===== src/rtl/pqme_pkg.sv =====
// ----------------------------------------------------------------------------
// pqme_pkg
// Shared types and codes of the process queue with longest-wait eviction.
// ----------------------------------------------------------------------------
package pqme_pkg;

   localparam logic [1:0] KIND_ENQUEUE = 2'd0;
   localparam logic [1:0] KIND_EXECUTE = 2'd1;
   localparam logic [1:0] KIND_EVICT   = 2'd2;

   localparam logic [1:0] STATUS_OK    = 2'd0;
   localparam logic [1:0] STATUS_EMPTY = 2'd1;
   localparam logic [1:0] STATUS_FULL  = 2'd2;

   typedef struct packed {
      logic [15:0] wait_time;
      logic [7:0]  pri;
      logic [15:0] id;
   } entry_type;

   typedef struct packed {
      logic [1:0] status;
      entry_type  entry;
   } result_type;

endpackage


===== src/rtl/pqme_ram.sv =====
// ----------------------------------------------------------------------------
// pqme_ram
// Entry store: one write port, one read port, registered read data.
// ----------------------------------------------------------------------------
module pqme_ram #(
   parameter int DEPTH  = 16,
   parameter int ADDR_W = 4
) (
   input  logic                clock,
   input  logic                wr_en,
   input  logic [ADDR_W-1:0]   wr_addr,
   input  pqme_pkg::entry_type wr_data,
   input  logic [ADDR_W-1:0]   rd_addr,
   output pqme_pkg::entry_type rd_data
);

   pqme_pkg::entry_type mem [DEPTH];
   pqme_pkg::entry_type rd_data_ff;

   always_ff @(posedge clock) begin
      if (wr_en) begin
         mem[wr_addr] <= wr_data;
      end
      rd_data_ff <= mem[rd_addr];
   end

   assign rd_data = rd_data_ff;

endmodule


===== src/rtl/pqme_ctrl.sv =====
// ----------------------------------------------------------------------------
// pqme_ctrl
// Command sequencer: ring pointers, head read, eviction scan and gap close.
// ----------------------------------------------------------------------------
module pqme_ctrl #(
   parameter int QUEUE_DEPTH = 16,
   parameter int IDX_W       = 4,
   parameter int CNT_W       = 5
) (
   input  logic                 clock,
   input  logic                 reset,
   input  logic                 req_valid,
   output logic                 req_ready,
   input  logic [1:0]           req_kind,
   input  pqme_pkg::entry_type  req_entry,
   output logic                 res_valid,
   input  logic                 res_ready,
   output pqme_pkg::result_type res,
   output logic                 wr_en,
   output logic [IDX_W-1:0]     wr_addr,
   output pqme_pkg::entry_type  wr_data,
   output logic [IDX_W-1:0]     rd_addr,
   input  pqme_pkg::entry_type  rd_data
);

   typedef enum logic [2:0] {
      ST_IDLE,
      ST_EXEC,
      ST_SCAN,
      ST_SHIFT,
      ST_DONE
   } state_type;

   state_type            state_ff;
   logic [IDX_W-1:0]     head_ff;
   logic [CNT_W-1:0]     count_ff;
   logic [CNT_W-1:0]     idx_ff;
   logic                 pend_ff;
   logic [CNT_W-1:0]     pend_idx_ff;
   logic [CNT_W-1:0]     best_idx_ff;
   pqme_pkg::entry_type  best_ff;
   pqme_pkg::result_type res_ff;

   logic accept;
   logic issue;

   function automatic logic [IDX_W-1:0] slot_of(input logic [IDX_W-1:0] head,
                                                 input logic [CNT_W-1:0] off);
      logic [CNT_W:0] sum;
      sum = (CNT_W+1)'(head) + (CNT_W+1)'(off);
      if (sum >= (CNT_W+1)'(QUEUE_DEPTH)) begin
         sum = sum - (CNT_W+1)'(QUEUE_DEPTH);
      end
      return sum[IDX_W-1:0];
   endfunction

   assign req_ready = (state_ff == ST_IDLE);
   assign accept    = req_valid && req_ready;
   assign issue     = (idx_ff < count_ff);
   assign res_valid = (state_ff == ST_DONE);
   assign res       = res_ff;

   always_comb begin
      wr_en   = 1'b0;
      wr_addr = slot_of(head_ff, count_ff);
      wr_data = req_entry;
      rd_addr = head_ff;
      case (state_ff)
         ST_IDLE: begin
            wr_en = accept && (req_kind == pqme_pkg::KIND_ENQUEUE)
                    && (count_ff < CNT_W'(QUEUE_DEPTH));
         end
         ST_SCAN: begin
            rd_addr = slot_of(head_ff, idx_ff);
         end
         ST_SHIFT: begin
            rd_addr = slot_of(head_ff, idx_ff);
            wr_en   = pend_ff;
            wr_addr = slot_of(head_ff, pend_idx_ff);
            wr_data = rd_data;
         end
         default: begin
         end
      endcase
   end

   always_ff @(posedge clock) begin
      if (reset) begin
         state_ff <= ST_IDLE;
         head_ff  <= '0;
         count_ff <= '0;
         pend_ff  <= 1'b0;
      end else begin
         case (state_ff)
            ST_IDLE: begin
               if (accept) begin
                  idx_ff  <= '0;
                  pend_ff <= 1'b0;
                  case (req_kind)
                     pqme_pkg::KIND_ENQUEUE: begin
                        state_ff <= ST_DONE;
                        if (count_ff < CNT_W'(QUEUE_DEPTH)) begin
                           count_ff <= count_ff + CNT_W'(1);
                           res_ff   <= '{status: pqme_pkg::STATUS_OK, entry: '0};
                        end else begin
                           res_ff   <= '{status: pqme_pkg::STATUS_FULL, entry: '0};
                        end
                     end
                     pqme_pkg::KIND_EXECUTE: begin
                        if (count_ff == '0) begin
                           res_ff   <= '{status: pqme_pkg::STATUS_EMPTY, entry: '0};
                           state_ff <= ST_DONE;
                        end else begin
                           res_ff   <= '{status: pqme_pkg::STATUS_OK, entry: '0};
                           state_ff <= ST_EXEC;
                        end
                     end
                     pqme_pkg::KIND_EVICT: begin
                        if (count_ff == '0) begin
                           res_ff   <= '{status: pqme_pkg::STATUS_EMPTY, entry: '0};
                           state_ff <= ST_DONE;
                        end else begin
                           res_ff   <= '{status: pqme_pkg::STATUS_OK, entry: '0};
                           state_ff <= ST_SCAN;
                        end
                     end
                     default: begin
                        res_ff   <= '{status: pqme_pkg::STATUS_OK, entry: '0};
                        state_ff <= ST_DONE;
                     end
                  endcase
               end
            end
            ST_EXEC: begin
               res_ff.entry <= rd_data;
               head_ff      <= slot_of(head_ff, CNT_W'(1));
               count_ff     <= count_ff - CNT_W'(1);
               state_ff     <= ST_DONE;
            end
            ST_SCAN: begin
               pend_ff     <= issue;
               pend_idx_ff <= idx_ff;
               if (issue) begin
                  idx_ff <= idx_ff + CNT_W'(1);
               end
               if (pend_ff) begin
                  if ((pend_idx_ff == '0) || (rd_data.wait_time > best_ff.wait_time)) begin
                     best_ff     <= rd_data;
                     best_idx_ff <= pend_idx_ff;
                  end
               end
               if (!issue && !pend_ff) begin
                  idx_ff   <= best_idx_ff + CNT_W'(1);
                  state_ff <= ST_SHIFT;
               end
            end
            ST_SHIFT: begin
               pend_ff     <= issue;
               pend_idx_ff <= idx_ff - CNT_W'(1);
               if (issue) begin
                  idx_ff <= idx_ff + CNT_W'(1);
               end
               if (!issue && !pend_ff) begin
                  count_ff     <= count_ff - CNT_W'(1);
                  res_ff.entry <= best_ff;
                  state_ff     <= ST_DONE;
               end
            end
            ST_DONE: begin
               if (res_ready) begin
                  state_ff <= ST_IDLE;
               end
            end
            default: begin
               state_ff <= ST_IDLE;
            end
         endcase
      end
   end

endmodule


===== src/rtl/process_queue_max_wait_evict_top.sv =====
// From accept to rsp_tvalid: enqueue goes straight to the done state, execute first
// reads the head entry, and evict scans the stored entries, then closes the gap;
// rsp_tvalid is registered from the done state. One command at a time, taken only
// when idle; the eviction scan and gap close share the single entry store read port.
// Synchronous active-high reset empties the queue; no clearing pass is needed.
// ----------------------------------------------------------------------------
// process_queue_max_wait_evict_top
// Ordered process queue with head execute and longest-wait eviction.
// ----------------------------------------------------------------------------
module process_queue_max_wait_evict_top #(
   parameter int QUEUE_DEPTH = 16
) (
   input  logic        clock,
   input  logic        reset,
   input  logic        req_tvalid,
   output logic        req_tready,
   input  logic [39:0] req_tdata,   // proc_id[15:0], priority_in[23:16], wait_in[39:24]
   input  logic [1:0]  req_tuser,   // kind[1:0]
   output logic        rsp_tvalid,
   input  logic        rsp_tready,
   output logic [39:0] rsp_tdata,   // out_id[15:0], out_priority[23:16], out_wait[39:24]
   output logic [1:0]  rsp_tuser    // status[1:0]
);

   localparam int IDX_W = (QUEUE_DEPTH > 1) ? $clog2(QUEUE_DEPTH) : 1;
   localparam int CNT_W = $clog2(QUEUE_DEPTH + 1);

   pqme_pkg::entry_type  req_entry;
   pqme_pkg::result_type res;
   logic                 res_valid;
   logic                 res_ready;
   logic                 wr_en;
   logic [IDX_W-1:0]     wr_addr;
   pqme_pkg::entry_type  wr_data;
   logic [IDX_W-1:0]     rd_addr;
   pqme_pkg::entry_type  rd_data;

   logic                 rsp_tvalid_ff;
   pqme_pkg::result_type rsp_word_ff;

   assign req_entry = pqme_pkg::entry_type'(req_tdata);

   pqme_ram #(
      .DEPTH  (QUEUE_DEPTH),
      .ADDR_W (IDX_W)
   ) u_ram (
      .clock   (clock),
      .wr_en   (wr_en),
      .wr_addr (wr_addr),
      .wr_data (wr_data),
      .rd_addr (rd_addr),
      .rd_data (rd_data)
   );

   pqme_ctrl #(
      .QUEUE_DEPTH (QUEUE_DEPTH),
      .IDX_W       (IDX_W),
      .CNT_W       (CNT_W)
   ) u_ctrl (
      .clock     (clock),
      .reset     (reset),
      .req_valid (req_tvalid),
      .req_ready (req_tready),
      .req_kind  (req_tuser),
      .req_entry (req_entry),
      .res_valid (res_valid),
      .res_ready (res_ready),
      .res       (res),
      .wr_en     (wr_en),
      .wr_addr   (wr_addr),
      .wr_data   (wr_data),
      .rd_addr   (rd_addr),
      .rd_data   (rd_data)
   );

   assign res_ready = !rsp_tvalid_ff || rsp_tready;

   always_ff @(posedge clock) begin
      if (reset) begin
         rsp_tvalid_ff <= 1'b0;
      end else if (res_ready) begin
         rsp_tvalid_ff <= res_valid;
      end
   end

   always_ff @(posedge clock) begin
      if (res_ready && res_valid) begin
         rsp_word_ff <= res;
      end
   end

   assign rsp_tvalid = rsp_tvalid_ff;
   assign rsp_tdata  = 40'(rsp_word_ff.entry);
   assign rsp_tuser  = rsp_word_ff.status;

endmodule

===== config.mk =====
export PLATFORM = sky130hd
export DESIGN_NAME = process_queue_max_wait_evict_top
export DESIGN_NICKNAME = d
export VERILOG_FILES = /design/src/rtl/pqme_pkg.sv /design/src/rtl/pqme_ram.sv /design/src/rtl/pqme_ctrl.sv /design/src/rtl/process_queue_max_wait_evict_top.sv
export SDC_FILE = /design/constraint.sdc
export NUM_CORES = 1
export LEC_CHECK = 0
export ABC_AREA = 1
export BUFFER_PORTS_ARGS = -buffer_cell sky130_fd_sc_hd__buf_2
export CAP_MARGIN = 20
export CORE_UTILIZATION = 45
export DETAILED_ROUTE_END_ITERATION = 16
export PLACE_DENSITY_LB_ADDON = 0.05
export SLEW_MARGIN = 20
export SYNTH_ARGS = -nofsm -noshare
export SYNTH_HDL_FRONTEND = slang
export SYNTH_SLANG_ARGS = --single-unit

===== constraint.sdc =====
create_clock -name clock -period 12.7 [get_ports clock]
set_clock_uncertainty 0.15 [all_clocks]
set_input_delay 3.81 -clock clock [delete_from_list [all_inputs] [get_ports clock]]
set_output_delay 3.81 -clock clock [all_outputs]
set_load 0.01 [all_outputs]

; ---- Yosys cells after proc, flatten, opt, wreduce, memory -nomap -nowiden
; Memory sizes are Yosys's and may differ from the RTL's. A register that Yosys moved wholly into a read port is not among the register bits.
; Index checks and enable logic that the tools add are counted.
[totals]
elab_cells = 117
inputBits = 46
ram_bits = 640
out_inout_bits = 44
register_bits = 153
n_memories = 1
[classes]
muxes = 36
bitwise_logic = 1
magnitude_cmp = 7
n_addsub = 13
n_eq_ne = 12
n_reduce_logical = 28
[mem_list]
columns = name, words, word_bits, rd, rd_clocked_by_memory_dff, wr, line_no
row1 = u_ram.mem, 16, 40, 1, 1, 1, pqme_ram.sv:17  ; pqme_pkg::entry_type mem [DEPTH];
[op_table]
columns = cell, count
row1 = $mux 40, 3
row2 = $pmux 40 s3, 1
row3 = $pmux 42 s2, 1
row4 = $mux 42, 1
row5 = $mux 41, 1
row6 = $mux 5, 7
row7 = $pmux 5 s3, 2
row8 = $mux 4, 6
row9 = $add 4x5->6, 3
row10 = $ge 6x5->1 const B, 3
row11 = $mux 3, 6
row12 = $gt 16x16->1, 1
row13 = $sub 4x1->4 const B, 4
row14 = $add 5x1->5 const B, 3
row15 = $pmux 3 s5, 1
row16 = $reduce_and 4->1, 3
row17 = $logic_not 5->1, 2
row18 = $pmux 5 s2, 1
row19 = $sub 5x1->5 const B, 2
row20 = $eq 3x2->1 const B, 2
row21 = $ne 2x1->1 const B, 3
row22 = $ne 2x2->1 const B, 3
row23 = $pmux 3 s2, 1
row24 = $reduce_and 3->1, 2
row25 = 21 further kinds, 35

; ---- Depth between registers and ports, before layout
; Gate-level depths: netlist of the first run.
[depth]
word_depth = 7
depth_mapped = 14
mapped_depth_nobuf = 13

; ---- Hierarchy
; Synthesis of the first run repeated with hierarchy kept, for this count alone.
[hier_totals]
hier_cells = 3307
hier_area_um2 = 35474.0
[modules_own_cells]
columns = module, area_each_um2, cells_each, seq_area_each_um2, n_inst
row1 = pqme_ram, 28290.9, 2643, 20019.2, 1
row2 = pqme_ctrl, 5874.4, 616, 3173.0, 1
row3 = process_queue_max_wait_evict_top, 1308.8, 48, 1281.2, 1

; ---- Worst setup path before layout of the first run
; OpenSTA, ideal clock, no wires.
[synth_path]
path_type = input port to flip-flop
start = input reset
end = register u_ctrl.best_ff[0] in the netlist's numbering (enable)
path_stages = 4
setup_time_ns = 0.463
arrival_ns = 6.352
setup_slack_ns = 5.735
path_buffers = 1
cell_sequence = clkbuf_1 > inv_1 > nand3_1 > a21oi_1
[synth_between]
elab_chain_cells = 2
[synth_lines]
columns = item, line_no
row1 = "start, declared", process_queue_max_wait_evict_top.sv:14  ; input logic reset,
row2 = $not 1->1 (no line), -
row3 = $reduce_and 4->1 (no line), -
row4 = "end signal, assigned", pqme_ctrl.sv:148  ; best_ff <= rd_data;
row5 = "end, declared", pqme_ctrl.sv:41  ; pqme_pkg::entry_type best_ff;
; No other way between the ends.
; A chain may end at the register's enable or synchronous reset.

; ---- Worst setup path in the final report of the first run
[layout_path]
start = input req_tuser[0]
end = memory u_ram.mem[0][28] in the netlist's numbering (enable)
[layout_between]
elab_chain_cells = 6
[layout_lines]
columns = item, line_no
row1 = "start, declared", process_queue_max_wait_evict_top.sv:18  ; input logic [1:0] req_tuser,
row2 = $logic_not 2->1, pqme_ctrl.sv:70  ; wr_en = accept && (req_kind == pqme_pkg::KIND_ENQUEUE)
row3 = $logic_and 1x1->1, pqme_ctrl.sv:70
row4 = $logic_and 1x1->1, pqme_ctrl.sv:71  ; && (count_ff < CNT_W'(QUEUE_DEPTH));
row5 = $pmux 1 s2, pqme_ctrl.sv:68  ; case (state_ff)
row6 = $mux 1, pqme_ram.sv:21  ; if (wr_en) begin
row7 = $mux 1 (not written as such), pqme_ram.sv:22  ; mem[wr_addr] <= wr_data;
row8 = "end, declared", pqme_ram.sv:17
; No other way between the ends.

==> results of run 1 <==
layer usage:
layer,track usage,up-vias,share of wire
met5,0,-,0
met4,0.0532,0,0.018
met3,0.0350,96,0.052
met2,0.345,544,0.47
met1,0.309,10200,0.46
li1,-,9948,-
flip-flops by register name (all words and copies together), names as in the netlist, 2 cells and up:
name,cells
u_ctrl.head_ff,4
rsp_tuser,2
u_ctrl.count_ff,5
u_ctrl.best_idx_ff,5
u_ctrl.best_ff,40
u_ram.rd_data,40
u_ram.mem,640
u_ctrl.res,42
rsp_tdata,40
u_ctrl.idx_ff,5
u_ctrl.state_ff,3
u_ctrl.pend_idx_ff,5
per-stage QoR:
stage | instance area, sq um | worst slack [ps] | hold WS [ps] | cells | power [mW]
final | 38200 | 6420 | 267 | 3901 | 7.84
after global routing | 38200 | 6260 | 271 | 3900 | 8.27
after CTS | 38200 | 6420 | 269 | 3900 | 7.92
after detailed placement | 35400 | 5740 | 255 | 3734 | 5.38
after global placement | 35300 | 5770 | 252 | 3731 | 5.34
after floorplan | 33700 | 5740 | 250 | 2762 | 4.75
cells in the final DEF (no fill, tap or decap), types with 17 or more instances in the layout:
cell,instances
o22ai_1,17
nor2_4,19
o21ai_0,178
clkbuf_16,90
clkbuf_1,23
ha_1,37
nand2_1,345
nand3_1,267
inv_1,266
edfxtp_1,779
a21oi_1,17
o211ai_1,160
buf_4,73
buf_2,89
o21ai_1,63
dfxtp_1,54
nor2_1,359
worst max-delay path, stage by stage:
cell	delay (ps)
buf_2	120
inv_1	80
ha_1	170
nand2_1	80
o22ai_1	440
nand3_1	450
nor2_4	740
buf_4	500
layout make-up:
type	count	area [sq um]
flip-flops and latches	833	24500
inverters	271	1020
multi-input cells	1508	7700
clock buffers	120	2430
diodes	1	2.50
well taps	959	1200
clock inverters	46	408
repair buffers	163	1000
fillers	6288	35200
path summary, 6_finish.rpt:
| check | start | cells past startpoint | to |
|---|---|---|---|
| worst max-delay path | req_tuser[0] | 8 | u_ram.mem[0][28] |
| worst min-delay path | u_ctrl.res[8] | 0 | rsp_tdata[8] |
| worst max register to register | u_ctrl.state_ff[1] | 13 | u_ram.mem[0][28] |
| worst min register to register | u_ctrl.res[8] | 0 | rsp_tdata[8] |
cell families after synthesis:
logic type | after synthesis
AO/OA/AOI/OAI | 445
XOR/XNOR | 15
adder cells (fa/ha/maj) | 40
buffers and inverters | 421
flip-flops | 833
AND/OR/NAND/NOR | 1008
report_power, final:
| group | switching (mW) | internal, mW |
|---|---|---|
| clock | 1.06 | 1.47 |
| sequential | 0.105 | 3.32 |
| combinational | 1.35 | 0.535 |
| total | 2.52 | 5.32 |
==> results.cfg, run 1 <==
[yosys]
synthesis.area_sq_mm = 0.0337
synth_compound_area_frac = 0.0789
yosysTopAreaCell = edfxtp_1
synthTopCellsByCount = edfxtp_1 (779), nor2_1 (377), nand2_1 (346)
synth_ff_type = edfxtp_1
mappedNetlistNets = 2848
yosysSeqAreaShare = 0.727
ys_ff_latch = 833
synth_most_common_cell = edfxtp_1
synth_edf_count = 779
synth_cells = 2762
synth_cell_types = 32
async_reset_ff_frac = 0
synth_xor_area_frac = 0.00390
synth-simple-area-share = 0.123
syn_avg_cell_area_sq_um = 12.2
ys_warn_count = 0
synth_top_area_share = 0.694
muxShareOfSynthArea = 0
yosys-top-cells-area = edfxtp_1 (69%), nor2_1 (4.2%), nand3_1 (4.0%), nand2_1 (3.9%), o211ai_1 (3.6%)
synth_top_family_by_area = simple AND/OR/NAND/NOR gates
synth_fa_ha_area_frac = 0.0155

[global_routing]
grt_usage = 0.216
grt_pass1_wl_mm = 122
grt_max_degree = 115
grt_pass1_vias = 20000
antenna_found_initial = 1
grt_overflow = 0

[setup_path]
startpoint_type = input pin
r2r_slack_ps = 7650
path_max_fanout = 23
cp.arrival_ps = 6410
cp_data_required_time_ps = 12830
cp-end-kind = flop
path_class = input pin to flop

[drt]
first_pass_iters = 5
wl_mm = 81.1
routed_via_density = 5.32
avgRoutedWirePerCell_microns = 20.8
drtAntennaViolNets = 0
drt_iter0_markers = 1702
route.detailed.drc = 0
via_count = 20800

[cts]
clock_latency_ps = 640
cts_sinks = 833
ctsResizeCount = 0
cts_tree = done
clockBufferDepth = 3
cts.clk_slew.worst_paths_ps = 60
cts_made_buffers = 89
hold_buffers = 0
post_cts_buffers = 0
cts_root_buffer = clkbuf_16
htreeDepth = 3

[floorplan]
initial_core_util = 0.459
io_pins = 90
die_h_microns = 276
core-area_sq_mm = 0.0735
die-area_sq_mm = 0.0760
rows = 99
dieWidth_microns = 276

[run]
cap_viol_max_count = 0

[cells_and_area]
fin_util = 0.521
nNetsFinal = 2952
drive_gt1_frac = 0.112
area_delta_synth_final_pct = 13.5

[timing]
relSlewSlack = 0.283
max_freq_mhz = 159
tns_ps = 0
hold_viol_final = 0
post-route-min-period_ps = 6280
setup-violations-final = 0
slew_violations = 0
tightest_slew_ps = 1080
rsz0062_at_grt = no
fin_crit_sh = 0.495

[pwr]
p_leak_nw = 13.6
cellPowerDensity_mw_per_mm2 = 205
vdd_ir_drop_max_mv = 0.142

[placed_design]
hpwl_mm = 44.4
io_buffers = 89
gp_congestion = 0.775

[status]
status = complete, no violations

[worst_hold_path]
hold_path_class = flop to flop
Power figures use the tool's default switching activity.
==> run 2: changes to the inputs <==
==> constraint.sdc (replaced) <==
create_clock -name clock -period 5.4 [get_ports clock]
set_clock_uncertainty 0.15 [all_clocks]
set_input_delay 1.62 -clock clock [delete_from_list [all_inputs] [get_ports clock]]
set_output_delay 1.62 -clock clock [all_outputs]
set_load 0.01 [all_outputs]
==> run 2 against run 1 <==
  * Final area increased by 0.29%
  * Flip-flop and latch count unchanged
  * Sequential share of layout area decreased by 0.18 points
  * Setup slack got worse by 4900 ps
  * Sequential power increased by 140%
  * Die area unchanged
  * Via count decreased by 1.7%
  * Critical path type is now flop to flop
==> results.cfg, run 2 (synthesis gave the netlist of run 1 again) <==
[floorplan]
dieWidth_microns = 276
rows = 99
die-area_sq_mm = 0.0760
initial_core_util = 0.459
core-area_sq_mm = 0.0735
die_h_microns = 276
io_pins = 90

[setup_path]
cp-end-kind = flop
crit_path_frequent_cell = inv_1
cpMaxStageDelayCell = buf_4
cp_cell_sequence = nand3_4 > inv_1 > nand2_1 > o21ai_0 > ha_1 > inv_1 > fa_1 > xor2_1 > nand3_1 > nor2_4 > buf_4
startpoint_type = flop
path_max_fanout = 40
max_stage_delay_ps = 620
cp.arrival_ps = 3950
path_class = flop to flop
cp_data_required_time_ps = 5500

[cts]
cts_tree = done
cts_sinks = 833
ctsResizeCount = 0
hold_buffers = 0
cts_root_buffer = clkbuf_16
htreeDepth = 3
clockBufferDepth = 3
post_cts_buffers = 0
cts_made_buffers = 87
clock_latency_ps = 620
cts.clk_slew.worst_paths_ps = 60

[global_routing]
antenna_found_initial = 2
grt_max_degree = 161
grt_pass1_wl_mm = 121
grt_pass1_vias = 19900
grt_overflow = 0
grt_usage = 0.213

[status]
status = complete, no violations

[drt]
route.detailed.drc = 0
drtAntennaViolNets = 0
drt_iter0_markers = 1595
wl_mm = 79.7
via_count = 20400
first_pass_iters = 6
avgRoutedWirePerCell_microns = 20.5
routed_via_density = 5.25

[cells_and_area]
final_area_sq_mm = 0.0383
regMostFlops = u_ram.mem
largest_reg_flops = 640
final_cell_mix = edfxtp_1 (779), nor2_1 (359), nand2_1 (345)
area_delta_synth_final_pct = 13.8
nNetsFinal = 2942
final_common_cell = edfxtp_1
fin_cells = 3890
drive_gt1_frac = 0.113
fin_util = 0.522

[pwr]
cellPowerDensity_mw_per_mm2 = 481
vdd_ir_drop_max_mv = 0.382
p_leak_nw = 13.6

[timing]
setup-violations-final = 0
rsz0062_at_grt = no
relSlewSlack = 0.293
fin_crit_sh = 0.714
tns_ps = 0
tightest_slew_ps = 1050
slew_violations = 0
post-route-min-period_ps = 3860
max_freq_mhz = 259
hold_viol_final = 0
finalWorstSetupSlack_ps = 1540

[placed_design]
hpwl_mm = 43.0
pre_cts_ws_ps = 1020
dpl.cell_count = 3726
placed_area_sq_mm = 0.0354
gp_congestion = 0.768
io_buffers = 89

[run]
cap_viol_max_count = 0

[worst_hold_path]
hold_path_class = flop to flop
## run 2: cell count changes in the layout (fill, tap and decap cells not counted), sizes merged
| cell | delta |
|---|---|
| clkbuf | +4 |
| clkinv | -3 |
| clkinvlp | +1 |
| inv | -5 |
| buf | -8 |
## run 2: critical path: cells and delay by family (launching register included)
family                     cells  cell delay (ps)
DFF                            1              480
and+or+nand+nor                4              940
buffers and inverters          3              900
AOI/OAI and AO/OA              1               90
xor gates and xnor gates       1              270
adders and majority gates      2              610
## run 2: worst paths after layout
path	cells after the start	slack, ps	startpoint	end
setup / recovery	11	1540	u_ctrl.state_ff[1]	u_ram.mem[8][22]
hold / removal	0	260	u_ctrl.res[1]	rsp_tdata[1]
setup reg to reg	11	1540	u_ctrl.state_ff[1]	u_ram.mem[8][22]
hold reg to reg	0	260	u_ctrl.res[1]	rsp_tdata[1]
## run 2: metrics by stage
stage | power (mW) | hold WS [ps]
final | 18.4 | 262
after global routing | 19.4 | 274
after CTS | 18.6 | 266
after detailed placement | 12.6 | 255
after global placement | 12.6 | 250
after floorplan | 11.2 | 250
## run 2: metal layers
metal,share of wire,vias up,routed length [microns],global-route usage
met5,0,-,0,0
li1,-,9929,-,-
met1,0.45,9831,36200,0.299
met3,0.056,111,4490,0.0310
met4,0.024,0,1880,0.0678
met2,0.47,542,37100,0.343
## run 2: power breakdown
group	switching [mW]	leakage (nW)	internal [mW]
Clock	2.43	1.43	3.55
Sequential	0.254	7.50	7.80
Combinational	3.11	4.72	1.28
Total	5.79	13.6	12.6
## run 2: final cells by class
| class | count | area (sq um) |
|---|---|---|
| Multi-Input combinational cell | 1508 | 7710 |
| Clock inverter | 39 | 360 |
| Fill cell | 6259 | 35100 |
| Sequential cell | 833 | 24500 |
| Inverter | 271 | 1020 |
| Tap cell | 959 | 1200 |
| Antenna cell | 1 | 2.50 |
| Timing Repair Buffer | 155 | 1050 |
| Clock buffer | 124 | 2530 |
